**config.mk**
```make
export PLATFORM = sky130hd
export DESIGN_NAME = grc_front
export DESIGN_NICKNAME = d
export VERILOG_FILES = /design/src/sv/grc_pkg.sv /design/src/sv/grc_front.sv
export SDC_FILE = /design/constraint.sdc
export NUM_CORES = 1
export LEC_CHECK = 0
export ABC_CLOCK_PERIOD_IN_PS = 6500
export BUFFER_PORTS_ARGS = -buffer_cell sky130_fd_sc_hd__buf_2
export CAP_MARGIN = 40
export CORE_MARGIN = 1.5
export CORE_UTILIZATION = 41
export CTS_CLUSTER_DIAMETER = 40
export DETAILED_ROUTE_END_ITERATION = 12
export MAX_ROUTING_LAYER = met4
export PLACE_DENSITY = 0.78
export SLEW_MARGIN = 30
export SYNTH_ARGS = -nofsm -noshare
export SYNTH_HDL_FRONTEND = slang
export SYNTH_SLANG_ARGS = --single-unit
```
**constraint.sdc**
```tcl
create_clock -name i_clk -period 6.5 [get_ports i_clk]
set_clock_uncertainty 0.05 [all_clocks]
set_input_delay 1.3 -clock i_clk [delete_from_list [all_inputs] [get_ports i_clk]]
set_output_delay 1.3 -clock i_clk [all_outputs]
set_load 0.01 [all_outputs]
```
**src/sv/grc_pkg.sv**
```systemverilog
// shared constants, command and result types and the angle table of the ray caster
package grc_pkg;

    localparam int MAP_ROWS    = 16;
    localparam int MAP_COLS    = 32;
    localparam int TILE_PIXELS = 64;

    localparam int ROW_W     = 4;
    localparam int COL_W     = 5;
    localparam int ADDR_W    = ROW_W + COL_W;
    localparam int MAP_DEPTH = 1 << ADDR_W;
    localparam int CELL_W    = 4;

    localparam int ONE_PIXEL = 256;
    localparam int TILE_Q    = TILE_PIXELS * ONE_PIXEL;
    localparam int TILE_SH   = $clog2(TILE_Q);
    localparam int WIN_W     = MAP_COLS * TILE_Q;
    localparam int WIN_H     = MAP_ROWS * TILE_Q;

    localparam int PX_W     = 19;
    localparam int PY_W     = 18;
    localparam int ANGLE_W  = 16;
    localparam int FRAC_A_W = 14;
    localparam int STRIP_W  = 9;
    localparam int DIST_W   = 20;

    localparam int CX_W   = 20;
    localparam int CZ_W   = 17;
    localparam int CORD_N = 16;
    localparam int CORD_K = 39797;
    localparam int CS_ONE = 65536;
    localparam int CS_W   = 18;
    localparam int DVD_W  = 32;
    localparam int CRD_W  = 34;
    localparam int HC_W   = 20;
    localparam int DIFF_W = 21;
    localparam int D2_W   = 40;
    localparam int SQ_N   = D2_W / 2;

    localparam int FIFO_DEPTH = 2;

    typedef struct packed {
        logic                 is_ray;
        logic                 write_ok;
        logic [ROW_W-1:0]     row;
        logic [COL_W-1:0]     col;
        logic [CELL_W-1:0]    value;
        logic [1:0]           quad;
        logic [FRAC_A_W-1:0]  frac;
        logic [STRIP_W-1:0]   strip;
        logic [PX_W-1:0]      px;
        logic [PY_W-1:0]      py;
        logic                 down;
        logic                 right;
    } t_cmd;

    typedef struct packed {
        logic [STRIP_W-1:0] strip_out;
        logic [DIST_W-1:0]  hit_distance;
        logic [PX_W-1:0]    hit_x;
        logic [PY_W-1:0]    hit_y;
        logic [CELL_W-1:0]  hit_content;
        logic               hit_vertical;
        logic               no_hit;
        logic               facing_down;
        logic               facing_right;
    } t_result;

    function automatic logic [13:0] atan_val(input logic [3:0] idx);
        logic [13:0] v;
        case (idx)
            4'd0:    v = 14'd8192;
            4'd1:    v = 14'd4836;
            4'd2:    v = 14'd2555;
            4'd3:    v = 14'd1297;
            4'd4:    v = 14'd651;
            4'd5:    v = 14'd326;
            4'd6:    v = 14'd163;
            4'd7:    v = 14'd81;
            4'd8:    v = 14'd41;
            4'd9:    v = 14'd20;
            4'd10:   v = 14'd10;
            4'd11:   v = 14'd5;
            4'd12:   v = 14'd3;
            4'd13:   v = 14'd1;
            4'd14:   v = 14'd1;
            default: v = 14'd0;
        endcase
        return v;
    endfunction

endpackage

```
**src/sv/grc_front.sv**
```systemverilog
// input stage: takes transactions and classifies them into map writes and rays
module grc_front import grc_pkg::*; (
    input  logic                 i_clk,
    input  logic                 i_rst_n,
    input  logic                 i_hold,
    input  logic                 i_push,
    output logic                 o_full,
    input  logic                 i_mode,
    input  logic [ROW_W-1:0]     i_map_row,
    input  logic [COL_W-1:0]     i_map_col,
    input  logic [CELL_W-1:0]    i_map_value,
    input  logic [ANGLE_W-1:0]   i_ray_angle,
    input  logic [STRIP_W-1:0]   i_strip_id,
    input  logic [PX_W-1:0]      i_player_x,
    input  logic [PY_W-1:0]      i_player_y,
    output logic                 o_cmd_valid,
    output t_cmd                 o_cmd,
    input  logic                 i_cmd_ready
);

    logic r_valid;
    t_cmd r_cmd;
    t_cmd n_cmd;
    logic accept;

    assign o_full      = i_hold | (r_valid & ~i_cmd_ready);
    assign accept      = i_push & ~o_full;
    assign o_cmd_valid = r_valid;
    assign o_cmd       = r_cmd;

    always_comb begin
        n_cmd.is_ray   = i_mode;
        n_cmd.write_ok = (int'(i_map_row) < MAP_ROWS) && (int'(i_map_col) < MAP_COLS);
        n_cmd.row      = i_map_row;
        n_cmd.col      = i_map_col;
        n_cmd.value    = i_map_value;
        n_cmd.quad     = i_ray_angle[ANGLE_W-1 -: 2];
        n_cmd.frac     = i_ray_angle[FRAC_A_W-1:0];
        n_cmd.strip    = i_strip_id;
        n_cmd.px       = i_player_x;
        n_cmd.py       = i_player_y;
        // strictly between zero and half turn
        n_cmd.down     = (i_ray_angle != '0) && !i_ray_angle[ANGLE_W-1];
        n_cmd.right    = (i_ray_angle < ANGLE_W'(16384)) || (i_ray_angle > ANGLE_W'(49152));
    end

    always_ff @(posedge i_clk) begin
        if (!i_rst_n) begin
            r_valid <= 1'b0;
        end else begin
            r_valid <= accept | (r_valid & ~i_cmd_ready);
        end
        if (accept) begin
            r_cmd <= n_cmd;
        end
    end

endmodule

```
==> results summary, run 1 <==
The via-per-instance ratio is about 4.4. The synthesized instance count is 97. TritonCTS built the clock tree.

Along the worst path, the maximum fanout reaches 2. The library cell used most frequently in the layout, excluding fill and tap cells, is sky130_fd_sc_hd__buf_2. The post-CTS setup-driven buffer insertion count is 0. The hold violation count in the final report is 0. In this run the worst setup path begins at i_cmd_ready. The largest net degree at the start of global routing came out at 54.

The clock edge transition at the registers on the reported setup and hold paths is around 80 ps. For the worst setup path, the data arrival time is 1840 ps. The maximum clock frequency came out at ~0.31 GHz. The diode insertion count for antenna repair is 0. The initial utilization of the core area, before any placement, comes to 0.4204. The number of inserted filler cells in the final layout came out at 439. The post-cts repair resize count is 0. The DRC marker count from the first detailed-route iteration came out at between 100 and 150.

The maximum single-stage delay on the critical path is roughly 160 ps. The average routed wire per standard cell came out at 16.09 um. The critical path ends at o_full. The synthesized netlist contains 15 unique library cells. In this run the worst hold path is classified as reg2reg. The initial antenna violation count is 0. Leaving out fill and tap cells, the most frequent cells in the layout are 160 x sky130_fd_sc_hd__buf_2, 78 x sky130_fd_sc_hd__edfxtp_1, 9 x sky130_fd_sc_hd__clkbuf_8. The core area is ~5900 sq um. Measured in cells, the most critical reg-to-reg path has a length of 5. In this run the critical register-to-register path is captured at o_cmd[29].

The count of nets left with antenna violations once routing finished came out at 0. The maximum count of clock buffers along a single path is 2. The post-synthesis register bit count is 79. The ratio of cells with drive above 1 in the final layout is 0.6533.

Overall power consumption after layout is estimated at around 1.1 mW. The height of the chip is 80.46 um. The count of buffers from port buffering came out at 160. The data required time at the worst endpoint is around 5200 ps. The number of max-cap violations came out at 0.

The area after detailed placement came out at between 3000 and 4000 sq um. The worst voltage drop across the vdd grid came out at around 0.17 mV. The mean instance size in the synthesized netlist came out at around 25 sq um.

The final weighted congestion in routability-driven placement came out at between 0.6 and 0.7. The count of unresolved DRC violations after routing came out at 0. The cell area after technology mapping came out at 2460 sq um. The post-route minimum period came out at approximately 3200 ps. The H-tree level count is 3. The sink count of the clock tree came out at 79. The sequential share of the synthesized area is 0.9603. Setup repair after global routing left no endpoint under its margin.

The growth of design area from synthesis to finish is 46.80%. The net count of the finished layout came out at between 300 and 400. STA classifies the critical path startpoint as a primary input. The post-cts hold buffer count is 0.

The run finished with clean final reports. The number of cells on the worst hold path is 3. The cell at the slowest stage of the critical path is sky130_fd_sc_hd__buf_2. The number of global-route vias before repair came to 1502. The number of placement rows came out at 28. Walking the worst path, the cells encountered are buf_2, nand2b_1, nand2b_1, buf_2. Yosys printed 0 warnings. The portion of the clock cycle consumed by the worst path in the final layout came out at 0.4909. The clock buffer count from CTS is 9. Across all layers, the routed design uses ~1500 vias. The area of the die came out at 6473 sq um.

The startpoint identified for the worst register-to-register timing path is o_cmd_valid. The worst setup path is captured at an output port. In this run the static leakage power is 1.533 nW. The global-route congestion overflow total is 0. The final max-slew violation count is 0. The number of nets in the synthesized netlist came out at between 150 and 200. The power density over the cells came out at ~300 nW/um^2. The horizontal die dimension is ~80 um.

Setup violations remaining at the end of the flow were counted as 0. The detailed-placement wirelength estimate came out at between 4000 and 5000 um. For this run, the total global-route usage over all layers was measured as 0.1773.

The pre-antenna-repair detailed-routing pass consisted of 3 iterations. The finished cells cover roughly 3600 sq um. The clock latency at the later pin of the worst-skew pair is 330 ps. The number of primary I/O pins is approximately 160. Adding up every negative setup slack in the final design gives 0 ps. The final routed wirelength across all metal layers is around 5600 um.

Setup slack on the worst reg-to-reg path comes out at just under 5000 ps. The global-route wire length before repair is 7686 um. The type of the worst setup path is in2out.

The cell sitting at the root of the clock tree is a sky130_fd_sc_hd__clkbuf_8.
## per-layer routing
layer,GRT usage,share of wire,up-vias
met4,0.07414,0.010,0
met5,-,0,-
met3,0.04659,0.085,8
met2,0.2983,0.52,88
li1,-,-,729
met1,0.2011,0.38,702
## worst min path at each step
stage                 from          end  slack [ps]
2_1_floorplan  o_cmd_valid  o_cmd_valid         570
3_3_place_gp   o_cmd_valid  o_cmd_valid         540
3_5_place_dp   o_cmd_valid  o_cmd_valid         540
4_1_cts        o_cmd_valid  o_cmd_valid         570
5_1_grt        o_cmd_valid  o_cmd_valid         680
6_report       o_cmd_valid  o_cmd_valid         570
## metrics by stage
stage / cells / hold WS [ps] / worst slack (ps) / utilization
after floorplan: 97 / 574.3 / 1151 / -
after global placement: 332 / 536.2 / 3345 / 0.5746
after detailed placement: 333 / 544.9 / 3311 / 0.5793
after CTS: 349 / 569.3 / 3306 / 0.6172
after global routing: 349 / 682.4 / 3253 / 0.6172
final: 349 / 565.2 / 3309 / 0.6172
## sequential cells by signal (all words and copies together), names as in the netlist
| name | cells |
|---|---|
| o_cmd_valid | 1 |
| o_cmd | 78 |
## power breakdown
part	leakage (nW)	switching [mW]	internal (mW)	total, mW
logic	0.688	0.0396	0.0338	0.0734
registers	0.738	0.00536	0.586	0.591
clock network	0.107	0.174	0.219	0.393
## synth_stat cells, drive strengths merged
| cell type | n | area share |
|---|---|---|
| inv | 2 | 0.0031 |
| and2 | 1 | 0.0025 |
| a21oi | 1 | 0.0020 |
| nor4 | 3 | 0.0076 |
| edfxtp | 78 | 0.95 |
| and4 | 1 | 0.0036 |
| nand2b | 2 | 0.0051 |
| conb | 1 | 0.0015 |
| nor2 | 2 | 0.0031 |
| or2 | 1 | 0.0025 |
| buf | 1 | 0.0031 |
| dfxtp | 1 | 0.0081 |
| nand2 | 1 | 0.0015 |
| o21ai | 2 | 0.0041 |
## logic make-up (layout without fill, tap and decap cells)
family / count (synthesis) / in the layout / share of synthesized area
flip-flops: 79 / 79 / 0.9603
AND/OR/NAND/NOR: 11 / 11 / 0.02594
AO/OA/AOI/OAI: 3 / 3 / 0.006098
buffers and inverters: 3 / 180 / 0.006106
other: 1 / 1 / 0.001524
## worst max-delay path: cells and delay by family
kind	cells	cell delay (ps)
buffers and inverters	2	250
AND/OR/NAND/NOR	2	280
## final cells by class
cell class | instances | area [sq um] | area share
Clock buffer | 10 | 127.6 | 0.03534
Clock inverter | 6 | 93.84 | 0.02599
Inverter | 2 | 7.507 | 0.002079
Multi-Input combinational cell | 15 | 90.09 | 0.02495
Sequential cell | 79 | 2362 | 0.6542
Tap cell | 75 | 93.84 | 0.02599
Timing Repair Buffer | 162 | 835.8 | 0.2315
No activity file was read; power rests on OpenSTA's default activity.
==> run 2, diff against run 1 <==
Settings changed: ABC_CLOCK_PERIOD_IN_PS 6500 to 2570, CORE_UTILIZATION 41 to 37, PLACE_DENSITY 0.78 to 0.75.
Clock period 6.5 ns to 2.57 ns, I/O delays scaled along.
==> results summary, run 2 (synthesized netlist as in run 1, its figures left out) <==
The worst pin sits at a relative slew slack of 0.5833. The initial antenna violation count was 0. The largest net degree at the start of global routing is 51. The H-tree level count is 3. The horizontal die dimension is ~85 um. The library cells used most frequently in the layout, excluding fill and tap cells, are 160 x sky130_fd_sc_hd__buf_2, 78 x sky130_fd_sc_hd__edfxtp_1, 9 x sky130_fd_sc_hd__clkbuf_8. The DRC marker count from the first detailed-route iteration is 61.

Across the VDD grid, the largest voltage drop is just over 0.5 mV. The tree is rooted in a sky130_fd_sc_hd__clkbuf_8. The number of placement rows is 29. For this configuration, the core starts out at a cell density of 0.3852. The flow ran to the end, and the final reports show no timing, DRC or antenna violations. The data arrival time at the worst-slack endpoint came out at between 1000 and 1500 ps. The growth of design area from synthesis to finish came out at 44.35%. The final weighted congestion in routability-driven placement is about 0.72. The worst-case hold slack is just under 300 ps. The die covers 7146 sq um. The static power due to leakage came out at 1.501 nW.

The detailed-placement wirelength estimate came out at 3899 um. The final max-slew violation count is 0. The count of buffers from port buffering came out at between 150 and 200. The maximum count of clock buffers along a single path is 2. The register with the most flip-flops in the layout has 78 of them. TritonCTS built the clock tree. Gates resized during post-CTS repair numbered 0.

The global-route wire length before repair is 7617 um. The post-CTS setup-driven buffer insertion count is 0. Timing would allow up to between 0.6 and 0.7 GHz.

The data required time at the worst endpoint came out at around 2000 ps. The signal on the critical path passes through buf_2, nand2b_1, nand2b_1, buf_2. The hold violation count in the final report is 0. On the critical path, the stage with the largest delay is an instance of sky130_fd_sc_hd__buf_2.

The path class of the tightest hold or removal check is in2reg. The total power draw came out at approximately 2.5 mW. The power density over the cells is between 700 and 800 nW/um^2.

The sink count of the clock tree came out at 79. The detail route stage leaves a number of antenna-violating nets equal to 0. In the global route stage, overall resource usage came out at 0.1514.

The overall via count from detail_route came out at about 1500. The number of max-cap violations is 0. The cell family contributing the most delay on the critical path is simple AND/OR/NAND/NOR gates. The net count of the finished layout came out at 350. The post-cts hold buffer count is 0. The count of unresolved DRC violations after routing came out at 0. In the final layout, the share of cells above drive strength 1 is 0.6533. The capturing element type of the critical path is an output port. The global-route congestion overflow total is 0. The reg2reg setup slack is a little over 1000 ps. The share of the core filled with cells is 0.5560. The setup-violating endpoint count in the final report is 0. The number of global-route vias before repair came to about 1600.

The diode insertion count for antenna repair is 0. The final routed wirelength across all metal layers is approximately 5200 um. Buffers inserted during clock tree synthesis total 9. The critical path in this run is classified as in2out. For the worst-skew pair, the clock arrives at the later sink with an insertion delay of between 300 and 400 ps. The element type at the critical path start is a primary input.

The via-per-instance ratio came out at 4.382. The clock period could shrink to approximately 1600 ps. Summed over all failing endpoints, the final setup total negative slack is 0 ps. The critical path contains buffers and inverters numbering 2 combined.

The height of the chip is approximately 85 um. The most common cell after layout, fill and taps aside is sky130_fd_sc_hd__buf_2. The average routed wire per standard cell is 14.79 um.

For the pin with the worst max-slew slack, the measured transition is ~630 ps. Of all nets on the critical path, the largest fanout is 2. The clock edge transition at the registers on the reported setup and hold paths is about 90 ps. The number of primary I/O pins came out at between 150 and 200. The pre-antenna-repair detailed-routing pass consisted of 4 iterations. The core area is ~6400 sq um. Setup repair after global routing left no endpoint under its margin. The portion of the clock cycle consumed by the worst path in the final layout is 0.6205. The maximum single-stage delay on the critical path is roughly 150 ps.
## run 2: cell count changes in the layout (fill, tap and decap cells not counted), sizes merged
cell and delta:
bufinv -2, clkbuf -1, clkinv -1, clkinvlp +2, inv +2
## run 2: routing by layer
metal,GRT usage,wire [um],up-vias,share of wire
li1,-,-,725,-
met2,0.2424,2659,93,0.51
met4,0.07478,65,0,0.013
met3,0.05703,530,7,0.10
met1,0.1662,1937,713,0.37
met5,-,0,-,0
## run 2: final cells by class
type | count | area, sq um
clock inverters | 7 | 55.05
repair buffers | 162 | 815.8
fillers | 534 | 2835
multi-input cells | 15 | 90.09
well taps | 77 | 96.34
inverters | 2 | 7.507
clock buffers | 9 | 123.9
flip-flops and latches | 79 | 2362
## run 2: stage by stage
stage	worst slack (ps)	cells	instance area, sq um
3_3_place_gp	747.6	335	3372
2_1_floorplan	172.3	97	2467
6_report	975.3	351	3551
5_1_grt	913.4	351	3551
4_1_cts	953.9	351	3551
3_5_place_dp	711.2	335	3372
## run 2: report_power, final
group          internal (mW)  switching [mW]  total [mW]
combinational         0.0817          0.0979       0.180
sequential              1.48          0.0113        1.49
clock                  0.360           0.469       0.829
total                   1.92           0.578        2.50
## run 2: worst paths after layout
path                      from     endpoint  cells after the start
setup reg to reg   o_cmd_valid    o_cmd[42]                      4
hold reg to reg    o_cmd_valid  o_cmd_valid                      3
setup / recovery   i_cmd_ready       o_full                      4
hold / removal    i_map_col[0]    o_cmd[68]                      1
==> run 3, diff against run 2 <==
Settings changed: ABC_CLOCK_PERIOD_IN_PS 2570 to 1480, CORE_UTILIZATION 37 to 41, PLACE_DENSITY 0.75 to 0.78.
Clock period 2.57 ns to 1.48 ns, I/O delays scaled along.
==> results summary, run 3 (synthesized netlist as in run 1, its figures left out) <==
After the last flow step, the layout net total stands at 350. The cell at the slowest stage of the critical path is sky130_fd_sc_hd__dfxtp_2. The ratio of cells with drive above 1 in the final layout came out at 0.6569.

The number of placement rows came out at 28. The worst register-to-register path has a depth of 4. The worst voltage drop across the vdd grid came out at ~0.67 mV. The number of max-cap violations is 0. The smallest clock period supported by the final layout is computed as about 1300 ps. The DRC marker count from the first detailed-route iteration is between 50 and 60.

The met1 track demand over resource in global routing came out at 0.1869. The core area came out at roughly 5900 sq um. The clock latency at the later pin of the worst-skew pair is approximately 330 ps. The worst setup path is captured at an output port. The sink count of the clock tree is just under 80. The growth of design area from synthesis to finish is 47.41%. The met2 capacity usage during global routing is 0.2798.

The initial antenna violation count came out at 0. The global-route met3 utilization is 0.07386. For this run, the detailed router's first-pass iteration total came to 4. The detailed-placement wirelength estimate is about 4300 um. Broken down by cell family, the worst path's largest delay share belongs to flip-flops.

The critical-path maximum fanout came out at 2. The final non-filler cell area is ~3600 sq um. The overall via count from detail_route is between 1500 and 2000.

The path class of the tightest hold or removal check is in2reg. The post-CTS setup-driven buffer insertion count came out at 0. The largest net degree at the start of global routing is between 50 and 60. The power density over the cells came out at ~1300 nW/um^2. After global routing, the most crowded layer is met2. Clock-pin slew was measured on the worst setup and hold paths at about 90 ps. The hold violation count in the final report is 0.

In this run the count of I/O pins placed on the die edge is 162. The final layout contains routed wiring with a total length of ~5700 um. In the routed design, unresolved DRC markers number 0. The setup-violating endpoint count in the final report is 0. The static power due to leakage came out at about 1.5 nW. The post-cts repair resize count came out at 0. The final max-slew violation count is 0. The most critical setup path has its startpoint at o_cmd_valid. The congestion estimate from routability-driven global placement came to between 0.6 and 0.7. The startpoint identified for the worst register-to-register timing path is o_cmd_valid.

The register with the most flip-flops in the layout has 78 of them. The element type at the critical path start is a flop. The most common cell after layout, fill and taps aside is sky130_fd_sc_hd__buf_2. The flow ran to the end, and the final reports show no timing, DRC or antenna violations. The type of the worst setup path is reg2out. The data arrival time at the worst-slack endpoint is 1000 ps.

The number of buffers and inverters on the critical path is 1. For this configuration, the core starts out at a cell density of 0.4204. The setup check on the worst reg-to-reg path leaves a slack of around 180 ps. Traced cell by cell, the critical path runs through nand2b_1, nand2b_1, buf_2.

The height of the chip is between 80 and 90 um. The count of cell instances traversed by the critical path came out at 3. The worst-case hold slack is approximately 80 ps. The H-tree level count came out at 3.

The via-per-instance ratio is 4.559. Once detail routing completed, the nets flagged for antenna violations numbered 0. The clock buffer count from CTS is 9. The portion of the clock cycle consumed by the worst path in the final layout came out at 0.9103. TritonCTS built the clock tree. The global-route congestion overflow total came out at 0. The horizontal die dimension came out at about 80 um. The data required time at the worst endpoint came out at between 1000 and 1500 ps.

The average routed wire per standard cell is between 15 and 20 um. The diode insertion count for antenna repair came out at 0. The cell chosen for the clock root is sky130_fd_sc_hd__clkbuf_8. The number of global-route vias before repair is 1500. The share of the core filled with cells is 0.6198. The destination of the worst register-to-register timing path is o_cmd[28].

Setup repair after global routing left no endpoint under its margin. The library cells used most frequently in the layout, excluding fill and tap cells, are 160 x sky130_fd_sc_hd__buf_2, 78 x sky130_fd_sc_hd__edfxtp_1, 9 x sky130_fd_sc_hd__clkbuf_8. The global-route usage over all layers is 0.1807. The maximum count of clock buffers along a single path is 2.

The most critical setup path has its endpoint at o_full. The first global-routing pass estimated 7638 um of wire. The maximum clock frequency came out at 0.7422 GHz. Port buffering added 160 buffers. The cell with the most instances on the worst path is sky130_fd_sc_hd__nand2b_1. The area after detailed placement is 3383 sq um. The post-cts hold buffer count came out at 0.

For this run, the slowest stage of the critical path takes approximately 330 ps. The area of the die is roughly 6500 sq um.
-- run 3: changes by cell type in the layout (fill, tap and decap cells not counted) --
cell                         delta
sky130_fd_sc_hd__buf_12         +1
sky130_fd_sc_hd__buf_4          -1
sky130_fd_sc_hd__bufinv_16      +3
sky130_fd_sc_hd__clkinvlp_4     -2
sky130_fd_sc_hd__dfxtp_1        -1
sky130_fd_sc_hd__dfxtp_2        +1
sky130_fd_sc_hd__inv_8          -1
-- run 3: metal layers --
| metal | part of all wire | vias up | wire length (um) |
|---|---|---|---|
| met4 | 0.031 | 0 | 178 |
| met5 | 0 | - | 0 |
| li1 | - | 728 | - |
| met2 | 0.50 | 105 | 2854 |
| met1 | 0.34 | 744 | 1953 |
| met3 | 0.13 | 14 | 715 |
-- run 3: area by class of cell --
cell class	instances	area, sq um
Inverter	2	7.507
Fill cell	442	2225
Tap cell	75	93.84
Multi-Input combinational cell	15	90.09
Timing Repair Buffer	162	828.3
Sequential cell	79	2364
Clock buffer	9	123.9
Clock inverter	7	118.9
-- run 3: power breakdown --
group	internal, mW	switching, mW
Sequential	2.57	0.0221
Combinational	0.146	0.176
Clock	1.13	0.756
Total	3.84	0.954
-- run 3: stage by stage --
step	setup TNS, ps	power (mW)	instances	setup slack (ps)
2_1_floorplan	-54860	2.750	97	-703.3
3_3_place_gp	0	2.953	333	98.67
3_5_place_dp	0	2.970	333	76.94
4_1_cts	0	4.859	349	101.8
5_1_grt	0	4.975	349	51.71
6_report	0	4.799	349	132.7
-- run 3: how the worst min path moves through the flow --
stage,start,end,cells after the start,slack [ps]
after floorplan,i_player_y[8],o_cmd[10],0,340
after global placement,i_player_x[8],o_cmd[28],1,420
after detailed placement,i_map_row[1],o_cmd[74],1,420
after CTS,i_strip_id[6],o_cmd[45],1,60
after global routing,i_strip_id[6],o_cmd[45],1,50
final,i_strip_id[6],o_cmd[45],1,80
