File: src/sv/grc_pkg.sv
// shared constants, command and result types and the angle table of the ray caster
package grc_pkg;

    localparam int MAP_ROWS    = 16;
    localparam int MAP_COLS    = 32;
    localparam int TILE_PIXELS = 64;

    localparam int ROW_W     = 4;
    localparam int COL_W     = 5;
    localparam int ADDR_W    = ROW_W + COL_W;
    localparam int MAP_DEPTH = 1 << ADDR_W;
    localparam int CELL_W    = 4;

    localparam int ONE_PIXEL = 256;
    localparam int TILE_Q    = TILE_PIXELS * ONE_PIXEL;
    localparam int TILE_SH   = $clog2(TILE_Q);
    localparam int WIN_W     = MAP_COLS * TILE_Q;
    localparam int WIN_H     = MAP_ROWS * TILE_Q;

    localparam int PX_W     = 19;
    localparam int PY_W     = 18;
    localparam int ANGLE_W  = 16;
    localparam int FRAC_A_W = 14;
    localparam int STRIP_W  = 9;
    localparam int DIST_W   = 20;

    localparam int CX_W   = 20;
    localparam int CZ_W   = 17;
    localparam int CORD_N = 16;
    localparam int CORD_K = 39797;
    localparam int CS_ONE = 65536;
    localparam int CS_W   = 18;
    localparam int DVD_W  = 32;
    localparam int CRD_W  = 34;
    localparam int HC_W   = 20;
    localparam int DIFF_W = 21;
    localparam int D2_W   = 40;
    localparam int SQ_N   = D2_W / 2;

    localparam int FIFO_DEPTH = 2;

    typedef struct packed {
        logic                 is_ray;
        logic                 write_ok;
        logic [ROW_W-1:0]     row;
        logic [COL_W-1:0]     col;
        logic [CELL_W-1:0]    value;
        logic [1:0]           quad;
        logic [FRAC_A_W-1:0]  frac;
        logic [STRIP_W-1:0]   strip;
        logic [PX_W-1:0]      px;
        logic [PY_W-1:0]      py;
        logic                 down;
        logic                 right;
    } t_cmd;

    typedef struct packed {
        logic [STRIP_W-1:0] strip_out;
        logic [DIST_W-1:0]  hit_distance;
        logic [PX_W-1:0]    hit_x;
        logic [PY_W-1:0]    hit_y;
        logic [CELL_W-1:0]  hit_content;
        logic               hit_vertical;
        logic               no_hit;
        logic               facing_down;
        logic               facing_right;
    } t_result;

    function automatic logic [13:0] atan_val(input logic [3:0] idx);
        logic [13:0] v;
        case (idx)
            4'd0:    v = 14'd8192;
            4'd1:    v = 14'd4836;
            4'd2:    v = 14'd2555;
            4'd3:    v = 14'd1297;
            4'd4:    v = 14'd651;
            4'd5:    v = 14'd326;
            4'd6:    v = 14'd163;
            4'd7:    v = 14'd81;
            4'd8:    v = 14'd41;
            4'd9:    v = 14'd20;
            4'd10:   v = 14'd10;
            4'd11:   v = 14'd5;
            4'd12:   v = 14'd3;
            4'd13:   v = 14'd1;
            4'd14:   v = 14'd1;
            default: v = 14'd0;
        endcase
        return v;
    endfunction

endpackage

File: src/sv/grc_cmd_fifo.sv
// short command queue between the classifier and the ray engine
module grc_cmd_fifo import grc_pkg::*; (
    input  logic i_clk,
    input  logic i_rst_n,
    input  logic i_wr,
    input  t_cmd i_wdata,
    output logic o_wr_ready,
    output logic o_rd_valid,
    output t_cmd o_rdata,
    input  logic i_rd
);

    localparam int PTR_W = (FIFO_DEPTH > 1) ? $clog2(FIFO_DEPTH) : 1;
    localparam int CNT_W = $clog2(FIFO_DEPTH + 1);

    t_cmd             r_mem [FIFO_DEPTH];
    logic [PTR_W-1:0] r_wp;
    logic [PTR_W-1:0] r_rp;
    logic [CNT_W-1:0] r_cnt;
    logic             do_wr;
    logic             do_rd;

    assign o_wr_ready = r_cnt != CNT_W'(FIFO_DEPTH);
    assign o_rd_valid = r_cnt != '0;
    assign o_rdata    = r_mem[r_rp];
    assign do_wr      = i_wr & o_wr_ready;
    assign do_rd      = i_rd & o_rd_valid;

    always_ff @(posedge i_clk) begin
        if (!i_rst_n) begin
            r_wp  <= '0;
            r_rp  <= '0;
            r_cnt <= '0;
        end else begin
            if (do_wr) begin
                r_wp <= (r_wp == PTR_W'(FIFO_DEPTH - 1)) ? '0 : r_wp + 1'b1;
            end
            if (do_rd) begin
                r_rp <= (r_rp == PTR_W'(FIFO_DEPTH - 1)) ? '0 : r_rp + 1'b1;
            end
            if (do_wr && !do_rd) begin
                r_cnt <= r_cnt + 1'b1;
            end else if (do_rd && !do_wr) begin
                r_cnt <= r_cnt - 1'b1;
            end
        end
        if (do_wr) begin
            r_mem[r_wp] <= i_wdata;
        end
    end

endmodule

File: config.mk
export PLATFORM = sky130hd
export DESIGN_NAME = grc_cmd_fifo
export DESIGN_NICKNAME = d
export VERILOG_FILES = /design/src/sv/grc_pkg.sv /design/src/sv/grc_cmd_fifo.sv
export SDC_FILE = /design/constraint.sdc
export NUM_CORES = 1
export LEC_CHECK = 0
export BUFFER_PORTS_ARGS = -buffer_cell sky130_fd_sc_hd__clkbuf_2
export CAP_MARGIN = 20
export CELL_PAD_IN_SITES_DETAIL_PLACEMENT = 1
export CELL_PAD_IN_SITES_GLOBAL_PLACEMENT = 2
export CORE_ASPECT_RATIO = 1.75
export CORE_UTILIZATION = 38
export DETAILED_ROUTE_END_ITERATION = 6
export PLACE_DENSITY = 0.9
export SLEW_MARGIN = 20
export SYNTH_ARGS = -nofsm -noshare
export SYNTH_HDL_FRONTEND = slang
export SYNTH_SLANG_ARGS = --single-unit
File: constraint.sdc
create_clock -name i_clk -period 3.45 [get_ports i_clk]
set_input_delay 0.1725 -clock i_clk [delete_from_list [all_inputs] [get_ports i_clk]]
set_output_delay 0.1725 -clock i_clk [all_outputs]
set_load 0.005 [all_outputs]
==> results.txt, run 1 <==
The flow ran to the end, and the final reports show no timing, DRC or antenna violations. Setup repair after global routing left no endpoint under its margin. The total die area is 16300 sq um. Global routing used 17.2% of the available tracks. The critical path class is flip-flop to primary output. Power spread over the standard cell area amounts to 685 nW/um^2. The initial utilization of the core area, before any placement, comes to 38.8%. For this block, the via count after detailed routing is 3426. In this run the number of H-tree levels came out at 4. The number of buffers created by CTS came out at 17.

The clock period could shrink to 2.19 ns. The number of top-level design ports is 164. The count of distinct cell types in the synthesized netlist is 21. The cell at the root of the clock tree is sky130_fd_sc_hd__clkbuf_16. The most used flip-flop cell after synthesis is sky130_fd_sc_hd__edfxtp_1. The total overflow reported by the global router came out at 0. VDD sags by at most 0.389 mV. The first global-routing pass estimated 20900 um of wire.

Of the cells placed in the final design, the portion with a size suffix greater than 1 is 52.5%. The top cell types in the final layout, fill and taps aside, are 163 x sky130_fd_sc_hd__clkbuf_2, 158 x sky130_fd_sc_hd__edfxtp_1, 79 x sky130_fd_sc_hd__dlygate4sd3_1, 69 x sky130_fd_sc_hd__mux2_2, 17 x sky130_fd_sc_hd__clkbuf_16. The internal portion of the total power is 4260 uW.

The maximum fanout count along the critical path is 40. The tightest min-delay check is of the primary input to flip-flop type. Of the post-synthesis cell area, the part taken by muxes is 15.5%.

Traced cell by cell, the critical path runs through buf_12 -> mux2_2 -> clkbuf_2. The switching power as a share of total power is 26.3%. The final critical path takes up 63.6% of the cycle. The count of port buffers added during placement came out at 163. The adder-cell share of the synthesized area is 0.209%.

The final number of max-transition violations came out at 0. After detailed routing, the total wire length is 13700 um. Summing all multi-input logic gate instances after layout gives 1070 sq um. The initial antenna violation count came out at 0. Counting flops with an async set or reset pin after synthesis yields a share of 0%.

The setup clock skew after layout is 0.0120 ns. For this design, the slowest cell found on the critical path is sky130_fd_sc_hd__dfxtp_4. The floorplan die width came out at 96.8 um. The clock network accounts for 32.8% of the total power.

The post-detailed-route DRC marker count came out at 0. The count of max-cap constraint violations is 0. For the pin with the worst max-slew slack, the measured transition is 0.676 ns. After clock tree synthesis, the clock-pin slew on the worst setup and hold paths is 0.06 ns. The combined area of all synthesized cells came out at 5980 sq um. TritonCTS built the clock tree. Leaving out fill and tap cells, the most frequent cell in the layout is sky130_fd_sc_hd__clkbuf_2. Compared with the post-synthesis result, the final layout area differs by 41.0%. The post-cts repair resize count is 0. The startpoint identified for the worst hold timing path is i_rst_n. Summed over all nets, the half-perimeter wirelength after detailed placement is 8140 um. Adding up every negative setup slack in the final design gives 0 ns. The final-report setup violation count came out at 0. The buffer depth of the longest clock path came out at 2. The largest incremental delay on the critical path is 0.74 ns. The vertical die dimension came out at 168 um. The cell leakage power is 0.00322 uW.

The length of the first detailed-routing pass in iterations came out at 4. The power spent charging and discharging nets came out at 1520 uW. Routability-driven placement finished with a final weighted congestion of 0.738.

The share of power burned in combinational logic came out at 21.8%. STA classifies the critical path endpoint as a primary output. The worst setup path is launched from a flip-flop. Summing the areas of all compound-gate instances in the mapped netlist gives 0.586% of the synthesized area.

After detailed routing, the average wire length per cell comes to 19.0 um. The synthesized netlist net count is 354. The fmax came out at 456 MHz. After synthesis, flip-flops and latches occupy 81.0% of the total area. The sequential cell fraction of total power is 45.4%.

The number of enable-type register cells in the synthesized netlist came out at 158. In this run the tightest slew margin relative to its limit is 54.9%. Summing all flip-flop and latch instances after layout gives 4850 sq um. Synthesis handed over a netlist of 270 instances. Using the TritonRoute via totals, the vias-per-cell ratio works out to 4.74. The total area inside the core boundary comes to 15400 sq um. For this run, the number of Yosys warnings is 0. The filler cells instantiated in the layout total 1418. Measured on the finished design, the core utilization comes to 54.8%. The data required time of the critical path is 3.28 ns. The largest family of logic cells by synthesized area is multiplexers. The synthesized netlist devotes 1.09% of its cell area to simple gates.

The startpoint of the most critical register-to-register path is r_cnt[0]. A synthesized cell averages 22.1 sq um. The number of failing hold endpoints at the final stage was 0. The number of flip-flops and latches in the synthesized netlist came out at 163. For this run, the post-layout net count is 609. The critical path arrival is 2.02 ns. The initial DRC count came out at 113. Entering global routing, the biggest net connects 80 pins.

The share of the synthesized netlist area taken by xor and xnor gates came out at 0.440%. The row count is 60. The number of clock sinks seen by CTS is 163.

The clock latency on the worst-skew pair came out at 0.42 ns. The via count of the first global-routing pass came out at 3846. The remaining antenna violation count after routing is 0. The number of antenna cells inserted came out at 0.
## final timing paths
path | endpoint | slack [ns] | depth (start not counted)
hold / removal | flip-flop | 0.02 | 2
setup / recovery | o_rdata[37] | 1.26 | 3
setup reg to reg | r_mem[0][21] | 1.51 | 4
hold reg to reg | r_cnt[1] | 0.56 | 2
## cell usage after synthesis, types with 2 or more instances
library cell	count	area, sq um
sky130_fd_sc_hd__edfxtp_1	158	4740
sky130_fd_sc_hd__mux2_2	69	777
sky130_fd_sc_hd__mux2_4	10	150
sky130_fd_sc_hd__buf_2	6	30.0
sky130_fd_sc_hd__dfxtp_1	5	100
sky130_fd_sc_hd__and2_1	4	25.0
sky130_fd_sc_hd__buf_6	3	33.8
sky130_fd_sc_hd__xnor2_1	2	17.5
## metal layers
metal | GRT usage [%] | up-vias | routed length, um
li1 | - | 1584 | -
met1 | 17.4 | 1681 | 4740
met2 | 31.5 | 114 | 7770
met3 | 3.36 | 47 | 471
met4 | 11.8 | 0 | 753
met5 | 0 | - | 0
## kinds of logic after synthesis
| logic type | count (synthesis) |
|---|---|
| mux | 79 |
| xor+xnor | 3 |
| fa+ha+maj | 1 |
| compound gates | 5 |
| buf+inv | 10 |
| flops | 163 |
| simple gates | 9 |
## power by group through the flow
stage          Combinational, uW  Clock (uW)  Sequential (uW)
3_5_place_dp                1100           0             2730
5_1_grt                     1350        2010             2650
6_report                    1260        1890             2620
3_3_place_gp                1070           0             2700
2_1_floorplan                747           0             2580
4_1_cts                     1180        1930             2690
## worst max-delay path: cells and delay by family, from the launching register on
kind / cells / cell delay (ns)
buffers and inverters: 2 / 0.43
multiplexers: 1 / 0.39
flip-flops: 1 / 0.74
## timing repair
action | 4_1_cts | 5_1_grt
endpoints found under the hold margin | 158 | 0
buffers inserted | 0 | 0
setup endpoints to repair | 0 | 0
hold buffers | 79 | 0
## layout make-up
cell class	instances	area share, %
Multi-Input combinational cell	97	12.7
Tap cell	186	2.76
Inverter	1	0.0594
Timing Repair Buffer	245	19.9
Sequential cell	163	57.5
Clock inverter	14	2.03
Clock buffer	17	5.05
## flip-flops by register name, summed over array words and instances (netlist names), named ones only
| register | cells |
|---|---|
| r_rp | 1 |
| r_wp | 1 |
| r_mem | 158 |
| r_cnt | 2 |
## per-stage QoR
step	setup slack [ns]	hold slack [ns]	total power, uW	cells	cell area [sq um]
finish	1.26	0.0241	5770	723	8430
CTS	1.11	0.00996	5810	721	8380
floorplan	0.555	0.271	3330	270	5980
detailed placement	1.45	0.366	3840	611	6990
global placement	1.55	0.362	3770	611	6990
global route	1.15	0.0254	6010	723	8430
Power figures use the tool's default switching activity.
==> inputs of run 2 (changes only) <==
Settings changed: ABC_AREA set to 1, CORE_UTILIZATION 38 to 34, PLACE_DENSITY 0.9 to 0.86.
Clock period 3.45 ns to 1.8 ns, I/O delays scaled along.
==> run 2 against run 1 <==
Net effect: cell count increased by 9.3%; clock-buffer cell count increased by 1; first-iteration DRC count decreased by 29%; sequential power increased by 90%; final area increased by 2.3%; global-route usage decreased by 1.4 points; die area increased by 12%; non-clock buffer count increased by 12; register-to-register slack got worse by 1.2 ns; total power increased by 92%; critical path type unchanged.
==> results.txt, run 2 <==
The flow ran to the end, and the final reports show no timing, DRC or antenna violations. The power spent charging and discharging nets is 2870 uW. The tool flagged a number of max-cap violations equal to 0.

Leaving out fill and tap cells, the most frequent cell in the layout is sky130_fd_sc_hd__clkbuf_2. The aggregate routed wire length came out at 14100 um. The number of enable-type register cells in the synthesized netlist came out at 158. The register ranked first by flip-flop count is r_mem. The cell depth of the worst flop-to-flop path came out at 8.

The combined area of all synthesized cells came out at 5980 sq um. The number of cells in the finished layout apart from fillers came out at 790. STA classifies the critical path endpoint as a primary output. For the worst-skew pair, the clock arrives at the later sink with an insertion delay of 0.41 ns. The number of buffers created by CTS came out at 17. The initial antenna violation count came out at 0.

STA classifies the critical path startpoint as a flip-flop. In the layout the commonest cells are 163 x sky130_fd_sc_hd__clkbuf_2, 158 x sky130_fd_sc_hd__edfxtp_1, 80 x sky130_fd_sc_hd__dlygate4sd3_1, 68 x sky130_fd_sc_hd__mux2_2, 18 x sky130_fd_sc_hd__clkbuf_16. The worst-case headroom to the max-slew limit is 73.5%. For this design the static power due to leakage is 0.00332 uW. After detailed routing, the number of vias per cell comes to 4.45. The class of the most critical hold timing path is primary input to flip-flop. After synthesis, the cell types taking the most area are sky130_fd_sc_hd__edfxtp_1 79%, sky130_fd_sc_hd__mux2_2 13%, sky130_fd_sc_hd__mux2_4 2.5%. The count of distinct cell types in the synthesized netlist came out at 15. The setup clock skew after layout is 0.0108 ns. TritonCTS built the clock tree.

The buffer depth of the longest clock path is 2. The first global-routing pass estimated 20400 um of wire. The startpoint identified for the worst register-to-register timing path is r_cnt[1].

The maximum fanout count along the critical path is 32. The share of total power in the clock network came out at 31.8%. Each instance of the synthesized netlist takes up on average 21.1 sq um.

The floorplan step defined a die boundary enclosing 18100 sq um. Entering global routing, the biggest net connects 70 pins. The floorplan die width came out at 102 um. The clock transition at the registers of the reported paths is 0.07 ns. The per-cell routed wire length came out at 17.8 um. The vertical die dimension is 177 um. Internal power comes to 8180 uW.

The row count is 63. The congestion estimate from routability-driven global placement came to 0.746. At the end of the flow, the number of nets in the layout was 634. The register with the most flip-flops in the layout has 158 of them.

For this design the top-level I/O count stands at 164. The terminating pin of the worst hold path is r_wp. By startpoint and endpoint, the worst setup path is classified as flip-flop to primary output. The maximum VDD drop came out at 0.732 mV. The commonest cells after synthesis are 158 x sky130_fd_sc_hd__edfxtp_1, 69 x sky130_fd_sc_hd__mux2_2, 10 x sky130_fd_sc_hd__mux2_4, 9 x sky130_fd_sc_hd__nand2_1. The sequential cell fraction of total power came out at 45.2%.

The filler cell count in the final layout is 1672. The endpoint identified for the worst register-to-register timing path is r_cnt[1]. The critical path arrival came out at 1.66 ns.

The final clock period utilization by the worst path came out at 97.5%. The number of antenna cells inserted came out at 0. The startpoint identified for the worst hold timing path is i_wr. The data required time of the critical path is 1.71 ns. The largest registers in the layout are r_mem (158), r_cnt (2). The area added between synthesis and finish came out at 44.3%.

The core region is 17100 sq um. The number of clock sinks seen by CTS is 163. The overall routing resource usage came out at 15.8%. Hold is met by 0.0751 ns. In this run, placement finished with an instance count of 670. The sum of net half-perimeters after detailed placement came out at 8650 um. The initial core utilization came out at 34.9%. The final-report setup violation count came out at 0. The via count of the first global-routing pass is 3861.

The share of power burned in combinational logic is 23.0%. The number of H-tree levels came out at 4. In this run the biggest area consumer among cell types represents 79.4% of the synthesized area.

Summing over every cut layer, the via total after detailed routing is 3513. In the post-synthesis netlist, the cell with the most instances is sky130_fd_sc_hd__edfxtp_1. For the pin with the worst max-slew slack, the measured transition is 0.397 ns. The register-to-register setup slack came out at 0.34 ns.

Net switching is 26.0% of the power. Yosys printed 0 warnings. The sequential cell area fraction in the yosys report is 81.1%. The most frequently used flop master after synthesis is sky130_fd_sc_hd__edfxtp_1.

The initial DRC count is 80. In the final layout, the share of cells above drive strength 1 is 51.9%. The number of failing hold endpoints at the final stage is 0.

Buffers placed on the I/O ports in this run total 163. The cell type with the highest aggregate area in the netlist is sky130_fd_sc_hd__edfxtp_1. After synthesis, the share of flip-flops with an asynchronous set or reset is 0%. The final number of max-transition violations is 0. The number of flip-flops and latches in the synthesized netlist is 163. The shortest period the worst path allows came out at 1.75 ns. The fmax came out at 570 MHz. The post-detailed-route DRC marker count came out at 0. The length of the first detailed-routing pass in iterations came out at 4. The synthesized netlist net count came out at 367. The total overflow reported by the global router came out at 0.

Setup repair after global routing could not meet its margin everywhere. The number of cells traversed by the worst hold path is 4. The cell at the root of the clock tree is sky130_fd_sc_hd__clkbuf_16. In this run the power density over the cells is 1280 nW/um^2. The post-synthesis instance total is 283.

The count of nets left with antenna violations once routing finished came out at 0.
[run 2: cell count changes in the layout (fill, tap and decap cells not counted), moves of 4 or more]
cell / change
sky130_fd_sc_hd__nand2_1: +7
sky130_fd_sc_hd__and2_1: -4
sky130_fd_sc_hd__buf_4: +8
sky130_fd_sc_hd__inv_1: +7
sky130_fd_sc_hd__nor2_1: +6
[run 2: cells by family after synthesis]
group                      share of synthesized area [%]
muxes                                               15.5
buffers and inverters                               1.57
AOI/OAI and AO/OA                                  0.377
DFF                                                 81.1
adders and majority gates                          0.209
and+or+nand+nor                                     1.26
[run 2: layout make-up]
cell class | count | area (sq um) | area share [%]
clock buffers | 18 | 429 | 4.98
clock inverters | 14 | 151 | 1.76
inverters | 8 | 30.0 | 0.348
multi-input cells | 103 | 1070 | 12.4
flip-flops and latches | 163 | 4850 | 56.2
well taps | 227 | 284 | 3.29
repair buffers | 257 | 1810 | 21.0
[run 2: metal layers]
metal  share of wire (%)  vias up  global-route usage [%]
met2                  59      105                    29.8
met5                   0        -                       0
met3                 3.3       23                    3.35
li1                    -     1635                       -
met4                 2.7        0                    8.04
met1                  35     1750                    15.8
[run 2: repair_timing]
action / 4_1_cts / 5_1_grt
pin swaps: 0 / 0
setup endpoints to repair: 2 / 30
cloned: 0 / 1
setup buffers: 0 / 7
hold endpoints to repair: 163 / 0
resized for setup: 2 / 0
hold buffers: 80 / 0
[run 2: worst max-delay path, cell delays in order, from the launching register on]
cell,delay (ns)
sky130_fd_sc_hd__dfxtp_4,0.48
sky130_fd_sc_hd__buf_12,0.25
sky130_fd_sc_hd__mux2_2,0.39
sky130_fd_sc_hd__clkbuf_2,0.12
[run 2: worst max-delay path by stage]
stage | startpoint | to | slack (ns) | cells past startpoint
floorplan | r_cnt[0] | r_mem[0][0] | -0.32 | 4
global placement | r_cnt[0] | r_mem[0][70] | 0.40 | 5
detailed placement | r_cnt[1] | r_cnt[1] | 0.35 | 9
CTS | flip-flop | o_rdata[14] | 0.001 | 3
global route | flip-flop | o_rdata[45] | -0.01 | 3
finish | flip-flop | o_rdata[45] | 0.05 | 3
[run 2: per-stage QoR]
stage | total power, uW | setup slack [ns] | instance area, sq um | util [%] | setup TNS, ns
after floorplan | 6310 | -0.318 | 6010 | - | -48.61
after global placement | 7240 | 0.403 | 7150 | 41.8 | 0
after detailed placement | 7360 | 0.352 | 7150 | 41.8 | 0
after CTS | 11100 | 0.00101 | 8550 | 50.0 | 0
after global routing | 11500 | -0.0126 | 8620 | 50.4 | -0.0439
final | 11100 | 0.0452 | 8620 | 50.4 | 0
[run 2: power groups by stage]
stage	sequential, uW	clock (uW)	combinational, uW
6_report	4990	3520	2540
5_1_grt	5040	3750	2750
4_1_cts	4990	3600	2460
3_5_place_dp	5070	0	2290
3_3_place_gp	5020	0	2220
2_1_floorplan	4980	0	1330
==> inputs of run 3 (changes only) <==
Settings changed: BUFFER_PORTS_ARGS -buffer_cell sky130_fd_sc_hd__clkbuf_2 to not set, CORE_UTILIZATION 34 to 41, DONT_BUFFER_PORTS set to 1, REMOVE_ABC_BUFFERS set to 1.
==> run 3 against run 2 <==
Net effect: highest routed layer unchanged; setup slack gained 0.043 ns; utilization grew 3.0 points; critical path depth shrank 1; flip-flop and latch count is the same; wire length shrank 12%; critical endpoint is now o_rdata[47]; largest power group unchanged; register-to-register slack lost 0.19 ns; via count shrank 19%.
==> results.txt, run 3 (synthesized netlist as in run 2, its figures left out) <==
The run finished with clean final reports. The largest incremental delay on the critical path came out at 0.43 ns. The number of flip-flops under the largest register name is 158. In the final layout, the registers with the most flip-flops are r_mem (158), r_cnt (2). The net count reported at finish is 464. The share of power burned in combinational logic came out at 19.1%. The worst hold path begins at i_wr. The worst-case headroom to the max-slew limit is 67.8%. The core box area is 14300 sq um.

The worst hold path belongs to the class primary input to flip-flop. The sequential cell fraction of total power came out at 48.9%. The setup slack of the critical path after layout is 0.0886 ns. The fmax is 584 MHz. The clock transition at the registers of the reported paths came out at 0.06 ns.

Net switching is 26.3% of the power. The worst register-to-register path begins at r_cnt[0]. Together, buffers and inverters on the worst path number 1. The worst setup path is of the flip-flop to primary output kind. The vertical die dimension is 162 um. Compared with the post-synthesis result, the final layout area differs by 27.8%.

OpenSTA, run right after detailed placement, puts the worst setup slack at 0.111 ns. The final estimated routing congestion in global placement came out at 0.694. The number of cells traversed by the worst hold path came out at 3. The worst hold path terminates at r_wp. The cell leakage power is 0.00257 uW.

The register ranked first by flip-flop count is r_mem. The number of failing hold endpoints at the final stage came out at 0. The internal portion of the total power is 7440 uW. Dividing the final minimum period by the clock period gives 95.1%. STA classifies the critical path startpoint as a flip-flop. For this block, the via count after detailed routing is 2846.

The number of top-level design ports is 164. The share of total power dissipated in the clock network is 32.0%. The cell total after placement came out at 461. The total die area is 15100 sq um. The sum of net half-perimeters after detailed placement came out at 7980 um. The cell at the root of the clock tree is sky130_fd_sc_hd__clkbuf_16.

The post-detailed-route DRC marker count came out at 0. The row count is 58. The layout has 1271 filler cells.

The data required time of the critical path is 1.71 ns. The via count of the first global-routing pass is 3184. The setup clock skew after layout came out at 0.00847 ns. The power density over the cells came out at 1320 nW/um^2. The power spent charging and discharging nets is 2660 uW.

The initial DRC count is 119. The endpoint kind of the worst setup timing path is a primary output. The post-CTS repair timing setup buffer count is 0. The largest net degree at the start of global routing is 80. Once the floorplan was initialized, standard cells occupied 41.8% of the core. The clock reaches the later pin of the worst-skew pair after 0.41 ns. The register-to-register setup slack came out at 0.15 ns.

With fillers left out, the area of the finished cells amounts to 7640 sq um. The total negative slack is 0 ns. The number of cells in the finished layout apart from fillers is 575. The remaining antenna violation count after routing is 0.

Leaving out fill and tap cells, the most frequent cell in the layout is sky130_fd_sc_hd__edfxtp_1. For the worst setup path, the data arrival time is 1.62 ns. For this block, the routed nets add up to 12400 um of wire. On the critical path the largest part of the delay comes from multiplexers.

The instance area at placement is 6300 sq um. The number of H-tree levels came out at 4. The tree built by TritonCTS fans out to 163 sinks. The library cells used most frequently in the layout, excluding fill and tap cells, are 158 x sky130_fd_sc_hd__edfxtp_1, 80 x sky130_fd_sc_hd__dlygate4sd3_1, 69 x sky130_fd_sc_hd__mux2_2, 17 x sky130_fd_sc_hd__clkbuf_16, 10 x sky130_fd_sc_hd__mux2_4. In the final routed layout, each cell accounts on average for 21.5 um.

The clock passes through at most 2 buffers. The first global-routing pass estimated 18100 um of wire. The length of the first detailed-routing pass in iterations came out at 4. The cell depth of the worst flop-to-flop path came out at 10. The post-route netlist has 30.3% of its cells at a drive strength greater than 1. The overall routing resource usage came out at 16.9%. The count of max-cap constraint violations is 0.

The final-report setup violation count came out at 0. Traced cell by cell, the critical path runs through buf_12 -> mux2_2. The number of buffers created by CTS is 17.

In this run the critical register-to-register path is captured at r_cnt[1]. The count of port buffers added during placement is 0. At the pin with the least slew margin, the transition time is 0.483 ns. The initial antenna violation count came to 2.

The final number of max-transition violations is 0. The TritonCTS clock tree is done. The shortest period the worst path allows came out at 1.71 ns.

Of all nets on the critical path, the largest fanout is 79. The total overflow reported by the global router came out at 0. Dividing the detail-routed via count by the number of cells gives 4.95.

Setup repair after global routing left no endpoint under its margin. The floorplan die width is 93.3 um. The maximum VDD drop is 0.958 mV. Among all stages on the critical path, the largest delay is contributed by sky130_fd_sc_hd__mux2_2.
## run 3: timing repair
action	4_1_cts	5_1_grt
endpoints found under the setup margin	0	1
gates resized for setup	0	1
hold buffers	80	0
hold endpoints to repair	163	0
## run 3: final cells by class
cell class                 instances  area [sq um]  share of cell area [%]
antenna                            2          5.00                  0.0655
clock inverter                    14           106                    1.39
clock buffer                      18           429                    5.62
sequential                       163          4850                    63.5
timing repair buffer              87           941                    12.3
inverter                           8          30.0                   0.393
multi-input combinational        103          1050                    13.8
tap                              180           225                    2.95
## run 3: worst max path at each step
stage               startpoint          end  cells past startpoint
finish               flip-flop  o_rdata[47]                      2
CTS                  flip-flop  o_rdata[20]                      2
floorplan             r_cnt[0]  r_mem[0][0]                      4
detailed placement    r_cnt[0]     r_cnt[1]                     10
global placement      r_cnt[0]  r_mem[0][9]                      5
global route         flip-flop  o_rdata[29]                      2
## run 3: power groups by stage
stage               sequential (uW)  clock, uW  combinational [uW]
floorplan                      5170          0                1140
global placement               4970          0                1720
detailed placement             5020          0                1770
CTS                            4940       3320                1960
global route                   4980       3470                2070
finish                         4940       3230                1930
## run 3: routing by layer
layer | vias up | share of wire (%) | GRT usage, %
li1 | 1298 | - | -
met1 | 1412 | 34 | 16.7
met2 | 109 | 57 | 30.8
met3 | 27 | 5.3 | 5.34
met4 | 0 | 4.0 | 9.23
met5 | - | 0 | 0
## run 3: worst register-to-register path, stage by stage (launching register included)
cell and delay, ns:
sky130_fd_sc_hd__dfxtp_1 0.33, sky130_fd_sc_hd__inv_1 0.13, sky130_fd_sc_hd__nand2_1 0.12, sky130_fd_sc_hd__nand2_2 0.15, sky130_fd_sc_hd__inv_1 0.08, sky130_fd_sc_hd__ha_1 0.33
sky130_fd_sc_hd__inv_1 0.10, sky130_fd_sc_hd__nand3_1 0.09, sky130_fd_sc_hd__nand2_1 0.07, sky130_fd_sc_hd__inv_1 0.05, sky130_fd_sc_hd__nor2_1 0.13
## run 3: through the flow
stage | utilization (%) | hold WS (ns) | total power, uW
after floorplan | - | 0.189 | 6300
after global placement | 44.0 | 0.189 | 6680
after detailed placement | 44.0 | 0.189 | 6790
after CTS | 53.4 | 0.00931 | 10200
after global routing | 53.4 | 0.0441 | 10500
final | 53.4 | 0.0129 | 10100
